<file path="src/wsd_pkg.sv">
`timescale 1ns / 1ps
// ----------------------------------------------------------------------------
// Window switch debouncer package
// Shared widths, register map, event codes and interface types.
// ----------------------------------------------------------------------------
package wsd_pkg;

  localparam int COUNT_WIDTH = 16;
  localparam int WLEN_WIDTH  = 16;
  localparam int LEN_WIDTH   = (COUNT_WIDTH > WLEN_WIDTH) ? COUNT_WIDTH : WLEN_WIDTH;
  localparam int PADDR_WIDTH = 4;
  localparam int PDATA_WIDTH = 32;
  localparam int TDATA_WIDTH = 8;

  localparam logic [WLEN_WIDTH-1:0] WLEN_RST          = WLEN_WIDTH'(8);
  localparam logic                  PRESS_LEVEL_RST   = 1'b0;
  localparam logic                  DEFAULT_LEVEL_RST = 1'b1;

  typedef enum logic [1:0] {
    REG_WINDOW_LENGTH = 2'd0,
    REG_PRESS_LEVEL   = 2'd1,
    REG_DEFAULT_LEVEL = 2'd2
  } reg_index_t;

  typedef enum logic [1:0] {
    EV_NONE    = 2'd0,
    EV_PRESS   = 2'd1,
    EV_RELEASE = 2'd2
  } event_kind_t;

  typedef struct packed {
    logic [WLEN_WIDTH-1:0] window_length;
    logic                  active_level;
    logic                  init_level;
    logic                  load_default;
  } cfg_t;

  typedef struct packed {
    logic       window_done;
    logic       stable_level;
    logic [1:0] event_kind;
  } result_t;

endpackage

</file>
<file path="src/wsd_regs.sv">
`timescale 1ns / 1ps
// ----------------------------------------------------------------------------
// Configuration registers
// APB-style register file holding window length, press level and default level.
// ----------------------------------------------------------------------------
module wsd_regs (
  input  logic                             clk,
  input  logic                             rst,
  input  logic                             psel,
  input  logic                             penable,
  input  logic                             pwrite,
  input  logic [wsd_pkg::PADDR_WIDTH-1:0]  paddr,
  input  logic [wsd_pkg::PDATA_WIDTH-1:0]  pwdata,
  output logic [wsd_pkg::PDATA_WIDTH-1:0]  prdata,
  output logic                             pready,
  output wsd_pkg::cfg_t                    cfg
);
  import wsd_pkg::*;

  logic [WLEN_WIDTH-1:0] window_length;
  logic                  active_level;
  logic                  init_level;
  logic                  wr_en;
  reg_index_t            index;

  assign pready = 1'b1;
  assign wr_en  = psel && penable && pwrite;
  assign index  = reg_index_t'(paddr[PADDR_WIDTH-1:2]);

  always_ff @(posedge clk) begin
    if (rst) begin
      window_length <= WLEN_RST;
      active_level  <= PRESS_LEVEL_RST;
      init_level    <= DEFAULT_LEVEL_RST;
    end else if (wr_en) begin
      case (index)
        REG_WINDOW_LENGTH: window_length <= pwdata[WLEN_WIDTH-1:0];
        REG_PRESS_LEVEL:   active_level  <= pwdata[0];
        REG_DEFAULT_LEVEL: init_level    <= pwdata[0];
        default: ;
      endcase
    end
  end

  always_comb begin
    prdata = '0;
    case (index)
      REG_WINDOW_LENGTH: prdata = PDATA_WIDTH'(window_length);
      REG_PRESS_LEVEL:   prdata = PDATA_WIDTH'(active_level);
      REG_DEFAULT_LEVEL: prdata = PDATA_WIDTH'(init_level);
      default:           prdata = '0;
    endcase
  end

  assign cfg.window_length = window_length;
  assign cfg.active_level  = active_level;
  assign cfg.init_level    = pwdata[0];
  assign cfg.load_default  = wr_en && (index == REG_DEFAULT_LEVEL);

endmodule

</file>
<file path="src/wsd_core.sv">
`timescale 1ns / 1ps
// ----------------------------------------------------------------------------
// Window core; a default-level write also loads the debounced state.
// Sample counter, ones sum and debounced state, updated once per accepted beat.
// ----------------------------------------------------------------------------
module wsd_core (
  input  logic              clk,
  input  logic              rst,
  input  wsd_pkg::cfg_t     cfg,
  input  logic              accept,
  input  logic              sample_level,
  output wsd_pkg::result_t  result
);
  import wsd_pkg::*;

  localparam logic [LEN_WIDTH-1:0] CNT_MAX = LEN_WIDTH'({COUNT_WIDTH{1'b1}});

  logic [COUNT_WIDTH-1:0] sample_count;
  logic [COUNT_WIDTH-1:0] ones_sum;
  logic                   debounced_state;

  logic [COUNT_WIDTH-1:0] sample_count_next;
  logic [COUNT_WIDTH-1:0] ones_sum_next;
  logic                   debounced_state_next;
  logic [LEN_WIDTH-1:0]   wlen_ext;
  logic [LEN_WIDTH-1:0]   eff_len;
  logic                   done;
  logic                   uniform;
  logic                   level;
  event_kind_t            kind;

  always_comb begin
    wlen_ext = LEN_WIDTH'(cfg.window_length);
    if (wlen_ext == '0) begin
      eff_len = LEN_WIDTH'(1);
    end else if (wlen_ext > CNT_MAX) begin
      eff_len = CNT_MAX;
    end else begin
      eff_len = wlen_ext;
    end

    sample_count_next    = sample_count + COUNT_WIDTH'(1);
    ones_sum_next        = ones_sum + COUNT_WIDTH'(sample_level);
    done                 = LEN_WIDTH'(sample_count_next) >= eff_len;
    uniform              = 1'b0;
    level                = 1'b0;
    kind                 = EV_NONE;
    debounced_state_next = debounced_state;

    if (done) begin
      if (ones_sum_next == '0) begin
        uniform = 1'b1;
        level   = 1'b0;
      end else if (ones_sum_next == sample_count_next) begin
        uniform = 1'b1;
        level   = 1'b1;
      end
      sample_count_next = '0;
      ones_sum_next     = '0;
      if (uniform) begin
        if (level != debounced_state) begin
          kind = (level == cfg.active_level) ? EV_PRESS : EV_RELEASE;
        end
        debounced_state_next = level;
      end
    end
  end

  always_ff @(posedge clk) begin
    if (rst) begin
      sample_count    <= '0;
      ones_sum        <= '0;
      debounced_state <= DEFAULT_LEVEL_RST;
    end else if (cfg.load_default) begin
      debounced_state <= cfg.init_level;
    end else if (accept) begin
      sample_count    <= sample_count_next;
      ones_sum        <= ones_sum_next;
      debounced_state <= debounced_state_next;
    end
  end

  assign result.event_kind   = kind;
  assign result.stable_level = debounced_state_next;
  assign result.window_done  = done;

endmodule

</file>
<file path="src/wsd_out.sv">
`timescale 1ns / 1ps
// ----------------------------------------------------------------------------
// Output stage
// Result register on the master side; takes a new beat whenever it is empty
// or its current beat leaves in the same cycle.
// ----------------------------------------------------------------------------
module wsd_out (
  input  logic                             clk,
  input  logic                             rst,
  input  logic                             in_valid,
  output logic                             in_ready,
  input  wsd_pkg::result_t                 in_result,
  output logic                             m_tvalid,
  input  logic                             m_tready,
  output logic [wsd_pkg::TDATA_WIDTH-1:0]  m_tdata
);
  import wsd_pkg::*;

  logic    out_valid;
  result_t out_result;

  assign in_ready = !out_valid || m_tready;

  always_ff @(posedge clk) begin
    if (rst) begin
      out_valid <= 1'b0;
    end else if (in_ready) begin
      out_valid <= in_valid;
    end
  end

  always_ff @(posedge clk) begin
    if (in_valid && in_ready) begin
      out_result <= in_result;
    end
  end

  assign m_tvalid = out_valid;
  assign m_tdata  = TDATA_WIDTH'(out_result);

endmodule

</file>
<file path="src/window_switch_debouncer.sv">
`timescale 1ns / 1ps
// ----------------------------------------------------------------------------
// Window switch debouncer
// Decides a stable switch level from windows of raw samples and reports
// press and release events.
// ----------------------------------------------------------------------------
// Each slave beat carries one raw pin sample. Every accepted sample yields
// exactly one master beat with the event kind, the debounced level after
// that sample and a flag that marks the sample closing a window.
// A window closes when its sample count reaches the window length; if all
// samples in it agree, that level becomes the debounced level.
// A master beat follows its accepted slave beat in the next cycle, and
// one beat is taken per cycle unless stalled; a single register sets both.
// When the receiver stalls, the held beat stays on m_tdata and s_tready
// drops until it is taken; the result register frees in the cycle it leaves.
// Reset clears the counters, loads the debounced level with 1, sets the
// window length to 8, press level to 0 and default level to 1, and empties
// the result register. Registers: window length at 0x0, press level at
// 0x4, default level at 0x8; writing the default level also loads the
// debounced level. Write registers only while no beat is in flight.
// ----------------------------------------------------------------------------
module window_switch_debouncer (
  input  logic                             clk,
  input  logic                             rst,
  input  logic                             psel,
  input  logic                             penable,
  input  logic                             pwrite,
  input  logic [wsd_pkg::PADDR_WIDTH-1:0]  paddr,
  input  logic [wsd_pkg::PDATA_WIDTH-1:0]  pwdata,
  output logic [wsd_pkg::PDATA_WIDTH-1:0]  prdata,
  output logic                             pready,
  input  logic                             s_tvalid,
  output logic                             s_tready,
  // s_tdata: [0] sample_level, [7:1] zero
  input  logic [wsd_pkg::TDATA_WIDTH-1:0]  s_tdata,
  output logic                             m_tvalid,
  input  logic                             m_tready,
  // m_tdata: [1:0] event_kind, [2] stable_level, [3] window_done, [7:4] zero
  output logic [wsd_pkg::TDATA_WIDTH-1:0]  m_tdata
);
  import wsd_pkg::*;

  cfg_t    cfg;
  result_t result;
  logic    accept;

  assign accept = s_tvalid && s_tready;

  wsd_regs u_regs (
    .clk     (clk),
    .rst     (rst),
    .psel    (psel),
    .penable (penable),
    .pwrite  (pwrite),
    .paddr   (paddr),
    .pwdata  (pwdata),
    .prdata  (prdata),
    .pready  (pready),
    .cfg     (cfg)
  );

  wsd_core u_core (
    .clk          (clk),
    .rst          (rst),
    .cfg          (cfg),
    .accept       (accept),
    .sample_level (s_tdata[0]),
    .result       (result)
  );

  wsd_out u_out (
    .clk       (clk),
    .rst       (rst),
    .in_valid  (s_tvalid),
    .in_ready  (s_tready),
    .in_result (result),
    .m_tvalid  (m_tvalid),
    .m_tready  (m_tready),
    .m_tdata   (m_tdata)
  );

  a_accept_gives_beat: assert property (@(posedge clk) disable iff (rst)
    accept |=> m_tvalid)
    else $error("accepted sample produced no result beat");

  a_event_needs_window: assert property (@(posedge clk) disable iff (rst)
    m_tvalid && (m_tdata[1:0] != EV_NONE) |-> m_tdata[3])
    else $error("event reported without a completed window");

  a_event_code_legal: assert property (@(posedge clk) disable iff (rst)
    m_tvalid |-> (m_tdata[1:0] == EV_NONE) || (m_tdata[1:0] == EV_PRESS)
      || (m_tdata[1:0] == EV_RELEASE))
    else $error("illegal event code on output");

endmodule

</file>
<file path="config.mk">
export PLATFORM = sky130hd
export DESIGN_NAME = window_switch_debouncer
export DESIGN_NICKNAME = d
export VERILOG_FILES = /design/src/wsd_pkg.sv /design/src/wsd_regs.sv /design/src/wsd_core.sv /design/src/wsd_out.sv /design/src/window_switch_debouncer.sv
export SDC_FILE = /design/constraint.sdc
export NUM_CORES = 1
export LEC_CHECK = 0
export BUFFER_PORTS_ARGS = -buffer_cell sky130_fd_sc_hd__buf_4
export CAP_MARGIN = 20
export CORE_MARGIN = 2
export CORE_UTILIZATION = 50
export DETAILED_ROUTE_END_ITERATION = 7
export PLACE_DENSITY = 0.75
export RECOVER_POWER = 50
export SLEW_MARGIN = 20
export SYNTH_ARGS = -nofsm -noshare
export SYNTH_HDL_FRONTEND = slang
export SYNTH_HIERARCHICAL = 1
export SYNTH_SLANG_ARGS = --single-unit
export TNS_END_PERCENT = 1
</file>
<file path="constraint.sdc">
create_clock -name clk -period 6.25 [get_ports clk]
set_input_delay 0.625 -clock clk [delete_from_list [all_inputs] [get_ports clk]]
set_output_delay 0.625 -clock clk [all_outputs]
set_load 0.02 [all_outputs]
</file>
Word level (Yosys, flattened, before mapping)
Index checks and enable logic that the tools add are counted.
{"block": "word_totals", "ff_bits": 56, "out_inout_bits": 43, "word_cells": 50}
{"block": "classes", "addsub": 2, "order_cmp": 2, "eq_ne": 5, "muxes": 15, "n_bitwise": 1, "n_reduce_logical": 15}
{"cell": "16-bit 2-to-1 mux", "count": 4}
{"cell": "16-bit one-hot mux with 3 select lines", "count": 1}
{"cell": "16-bit logical NOT", "count": 2}
{"cell": "16-bit by 1-bit adder with 16-bit output", "count": 1}
{"cell": "16-bit by 1-bit adder with 16-bit output (second input constant)", "count": 1}
{"cell": "16-bit == test", "count": 1}
{"cell": "16-bit >= comparator", "count": 1}
{"cell": "16-bit greater-than comparator (second input constant)", "count": 1}
{"cell": "1-bit 2-to-1 mux", "count": 9}
{"cell": "2-bit AND reduction", "count": 4}
{"cell": "1-bit logical AND", "count": 4}
{"cell": "3-bit AND reduction", "count": 1}
{"cell": "2-bit by 1-bit == test with 1-bit output (second input constant)", "count": 1}
{"cell": "2-bit == test (second input constant)", "count": 1}
{"cell": "2-bit logical NOT", "count": 1}
{"cell": "2-bit 2-to-1 mux", "count": 1}
{"cell": "2-bit nonzero test", "count": 1}
{"cell": "1-bit == test", "count": 1}
{"cell": "1-bit logical NOT", "count": 1}
{"cell": "1-bit logical OR", "count": 1}
{"cell": "1-bit inequality test", "count": 1}
{"cell": "1-bit inverter", "count": 1}

Depth between registers and ports, before layout
{"block": "logic_depth", "word_depth": 9, "mapped_depth": 16, "ltp_nobuf": 15}

Modules after synthesis
The synthesis kept the hierarchy.
{"module": "wsd_core", "instances": 1, "cells_each": 390, "area_per_inst_um2": 2886.5, "seq_area_each_um2": 660.6}
{"module": "wsd_regs", "instances": 1, "cells_each": 120, "area_per_inst_um2": 1096.1, "seq_area_each_um2": 360.3}
{"module": "wsd_out", "instances": 1, "cells_each": 14, "area_per_inst_um2": 209.0, "seq_area_each_um2": 140.1}
{"module": "window_switch_debouncer", "instances": 1, "cells_each": 1, "area_per_inst_um2": 6.3, "seq_area_each_um2": 0.0}

Worst setup path after synthesis
No wires, ideal clock.
{"block": "synth_timing", "kind": "reg-to-reg", "start": "register u_core.sample_count[0]", "end": "register u_core.ones_sum[13]", "setup_time_ns": 0.070, "arrival_time_ns": 3.122, "required_time_ns": 6.180, "path_slack_ns": 3.058, "stages_incl_launch_ff": 15, "period_less_slack_ns": 3.192, "path_cell_list": "dfxtp_1 ha_1 nand3_2 o21a_1 or2_2 ha_1 a211oi_1 nor2_1 o31ai_1 and3_1 clkinv_1 nor2_1 buf_2 nand3_1 a21oi_1"}
{"block": "synth_via", "elab_chain_len": 3}
{"element": "start: declaration", "line": "wsd_core.sv:18", "source": "logic [COUNT_WIDTH-1:0] sample_count;"}
{"element": "start signal: assignment", "line": "wsd_core.sv:77", "source": "sample_count <= sample_count_next;"}
{"element": "16-bit by 1-bit adder with 16-bit output", "line": "wsd_core.sv:42", "source": "sample_count_next = sample_count + COUNT_WIDTH'(1);"}
{"element": "16-bit >= comparator", "line": "wsd_core.sv:44", "source": "done = LEN_WIDTH'(sample_count_next) >= eff_len;"}
{"element": "16-bit 2-to-1 mux", "line": "wsd_core.sv:50", "source": "if (done) begin"}
{"element": "end signal: assignment", "line": "wsd_core.sv:78", "source": "ones_sum <= ones_sum_next;"}
{"element": "end: declaration", "line": "wsd_core.sv:19", "source": "logic [COUNT_WIDTH-1:0] ones_sum;"}
Every way passes these cells.
A chain may end at the register's enable or synchronous reset.

==> flow_summary.yaml <==
final_layout:
  fin_util: 0.549
  nets: 617
  final_common_cell: "dfxtp_1"
  syn_to_final_growth_pct: 6.83
  antennaDiodeCount: 0
  fin_cells: 653
  layout_common_cells: "dfxtp_1, nor2_1, buf_4, nand2b_1, a21oi_1"
  final_layout_size_suffix_gt1_frac: 0.124
  stdcell_area_um2: 4480
yosys:
  syn_inst: 525
  async_reset_ff_frac: 0
  synth_edf_count: 4
  ys_ff_latch: 56
  synth_area_leader_cell: "dfxtp_1"
  seq_area_frac_synth: 0.277
  yosysWarnings: 6
  synth_flop_cell: "dfxtp_1"
  synth_top_area_frac: 0.248
  synth_cell_types: 65
  ys_top_cells_by_area: "dfxtp_1, xnor2_1, ha_1"
  syn_area_um2: 4200
  syn_area_per_cell_um2: 8.00
placed_design:
  dp_cells: 645
  portBuffers: 47
  pre_cts_ws_ns: 1.80
  place_area_um2: 4440
  place.gp.congestion: 0.850
  dpl.hpwl_um: 6580
clocking:
  hold_buffers: 0
  postCtsSetupBuffers: 0
  htree_levels: 2
  cts_resized: 0
  cts_max_path_buffers: 2
  clk_pin_slew_ns: 0.11
  cts.sinks: 56
  cts-buffers-inserted: 5
  cts_tree: "done"
  cts_root_buf: "clkbuf_8"
  clock_latency_ns: 0.31
worst_setup_path:
  slowest_delay_ns: 0.76
  crit_top_cell: "ha_1"
  crit_family: "simple AND/OR/NAND/NOR gates"
  rr_worst_depth: 16
  end_kind: "flip-flop"
  cp-start-kind: "flip-flop"
  rrSetupSlack_ns: 1.78
  path_max_fanout: 27
  cp_cell_sequence: "ha_1, nand3_2, nor2_2, nand2_1, xor2_1, inv_1, ha_1, nand4_1, nor3_1, o211ai_1, and3_1, clkinv_1, nor2_1, buf_4, nand3b_1, a21oi_1"
  worstPathRequired_ns: 6.47
  critPathSlowestCell: "clkinv_1"
  critPathLaunch: "u_core/sample_count[0]$_SDFFE_PP0P_"
  reg2reg_to: "u_core/ones_sum[2]$_SDFFE_PP0P_"
  path_class: "reg -> reg"
  cp.arrival_ns: 4.69
  crit_buf_inv: 3
  r2r-start: "u_core/sample_count[0]$_SDFFE_PP0P_"
floorplan:
  fp-row-count: 33
  io_pins: 94
  core_area_um2: 8180
  start_util: 0.513
  dieHeight_um: 95.6
  die_w_um: 95.6
  die_area_um2: 9140
worst_hold_path:
  hp-class: "reg -> reg"
  whs_endpoint: "u_core/sample_count[15]$_SDFFE_PP0P_"
  hold_depth: 2
  hp-start: "u_core/sample_count[15]$_SDFFE_PP0P_"
routing:
  routed.top_layer: "met4"
  wl_met1_um: 4070
  drt-total-wl_um: 8930
  met2_length_um: 4470
  wl_per_cell_um: 13.7
  vias_per_cell: 5.33
  ant_nets: 0
  first_iter_violations: 145
  drc: 0
  num_vias: 3481
  first_pass_iters: 5
  wl_met3_um: 314
sta:
  period_needed_ns: 4.47
  slew_headroom: -0.722
  period_share: 0.715
  finClkSkew_ns: 0.0107
  hold_viol_final: 0
  setup_tns_ns: 0
  setup_slack_ns: 1.78
  slew_viol_final: 72
  grt_setup_unrepaired: "false"
  finalSetupViolations: 0
  fmax_ghz: 0.224
  worstMarginPinSlew_ns: 2.58
run_status:
  violations: "max-capacitance violations, max-slew violations"
  outcome: "finished with violations"
global_route:
  antenna_found_initial: 0
  gr-total-overflow: 0
  grt_pass1_vias: 3234
  grt_max_degree: 72
  grt.total_usage: 0.206
  grt_pass1_wl_um: 15200
flow_run:
  drv_cap: 1
power_and_ir_drop:
  powerDensity_nw_per_um2: 150
  leakage_uw: 0.00173
  ir_worst_vdd_uv: 85.4
-- cells by family after synthesis --
logic type | Yosys count | share of synthesized area
buffers and inverters | 84 | 0.106
other | 3 | 0.00268
flip-flops | 56 | 0.277
AND/OR/NAND/NOR | 221 | 0.307
multiplexers | 19 | 0.0453
XOR/XNOR | 38 | 0.0829
adder cells (fa/ha/maj) | 19 | 0.0566
AO/OA/AOI/OAI | 85 | 0.123
-- sequential cells by signal (all words and copies together) (netlist names) --
| register | count |
|---|---|
| u_core/debounced_state | 1 |
| u_regs/window_length | 16 |
| u_core/ones_sum | 16 |
| u_core/sample_count | 16 |
| u_regs/init_level | 1 |
| u_out/m_tvalid | 1 |
| u_regs/active_level | 1 |
| u_out/m_tdata | 4 |
-- metrics by stage --
stage	total power [uW]	hold slack (ns)
3_5_place_dp	478	0.490
4_1_cts	681	0.506
5_1_grt	703	0.524
6_report	672	0.503
3_3_place_gp	475	0.475
2_1_floorplan	456	0.457
-- per-layer routing --
metal  GRT usage  vias to the layer above
met4      0.0429                        0
li1            -                     1803
met2       0.362                       68
met1       0.269                     1601
met3      0.0300                        9
met5           0                        -
-- power breakdown --
group          internal, uW  leakage, uW  switching (uW)  total, uW
clock                  80.1    0.0000447             125        205
combinational          36.6      0.00123            59.3       95.9
sequential              366     0.000458            5.13        371
-- worst min-delay path, delay by kind of cell (launching register included) --
| family | cells | cell delay, ns |
|---|---|---|
| simple gates | 1 | 0.06 |
| flops | 1 | 0.35 |
| compound gates | 1 | 0.05 |
-- Yosys cell counts (all sizes together), types with 3 or more instances --
master and number:
dfxtp 52, nor2 50, buf 38, a21oi 34, nand2b 34, inv 31, xnor2 30, nand2 26
nor3 26, o21ai 22, and2 19, ha 19, mux2i 19, nand3 16, clkbuf 14, and3 10
nand4 10, nor4 10, xor2 8, nand3b 7, a211oi 4, a22oi 4, edfxtp 4, o31ai 4
a31oi 3, and4 3, conb 3, o211ai 3
-- worst max path at each step --
| stage | end | slack (ns) | cells past startpoint |
|---|---|---|---|
| 2_1_floorplan | u_core/ones_sum[13]$_SDFFE_PP0P_ | 3.06 | 14 |
| 3_3_place_gp | u_core/ones_sum[6]$_SDFFE_PP0P_ | 1.93 | 14 |
| 3_5_place_dp | u_core/ones_sum[9]$_SDFFE_PP0P_ | 1.80 | 16 |
| 4_1_cts | u_core/ones_sum[9]$_SDFFE_PP0P_ | 1.76 | 14 |
| 5_1_grt | u_core/ones_sum[11]$_SDFFE_PP0P_ | 1.31 | 16 |
| 6_report | u_core/ones_sum[2]$_SDFFE_PP0P_ | 1.78 | 16 |
-- area by class of cell --
class	instances	area [um^2]
timing repair buffer	49	330
multi-input combinational	403	2650
clock inverter	3	22.5
fill	784	3690
sequential	56	1160
inverter	32	120
tap	105	131
clock buffer	5	68.8
No activity file was read; power rests on OpenSTA's default activity.
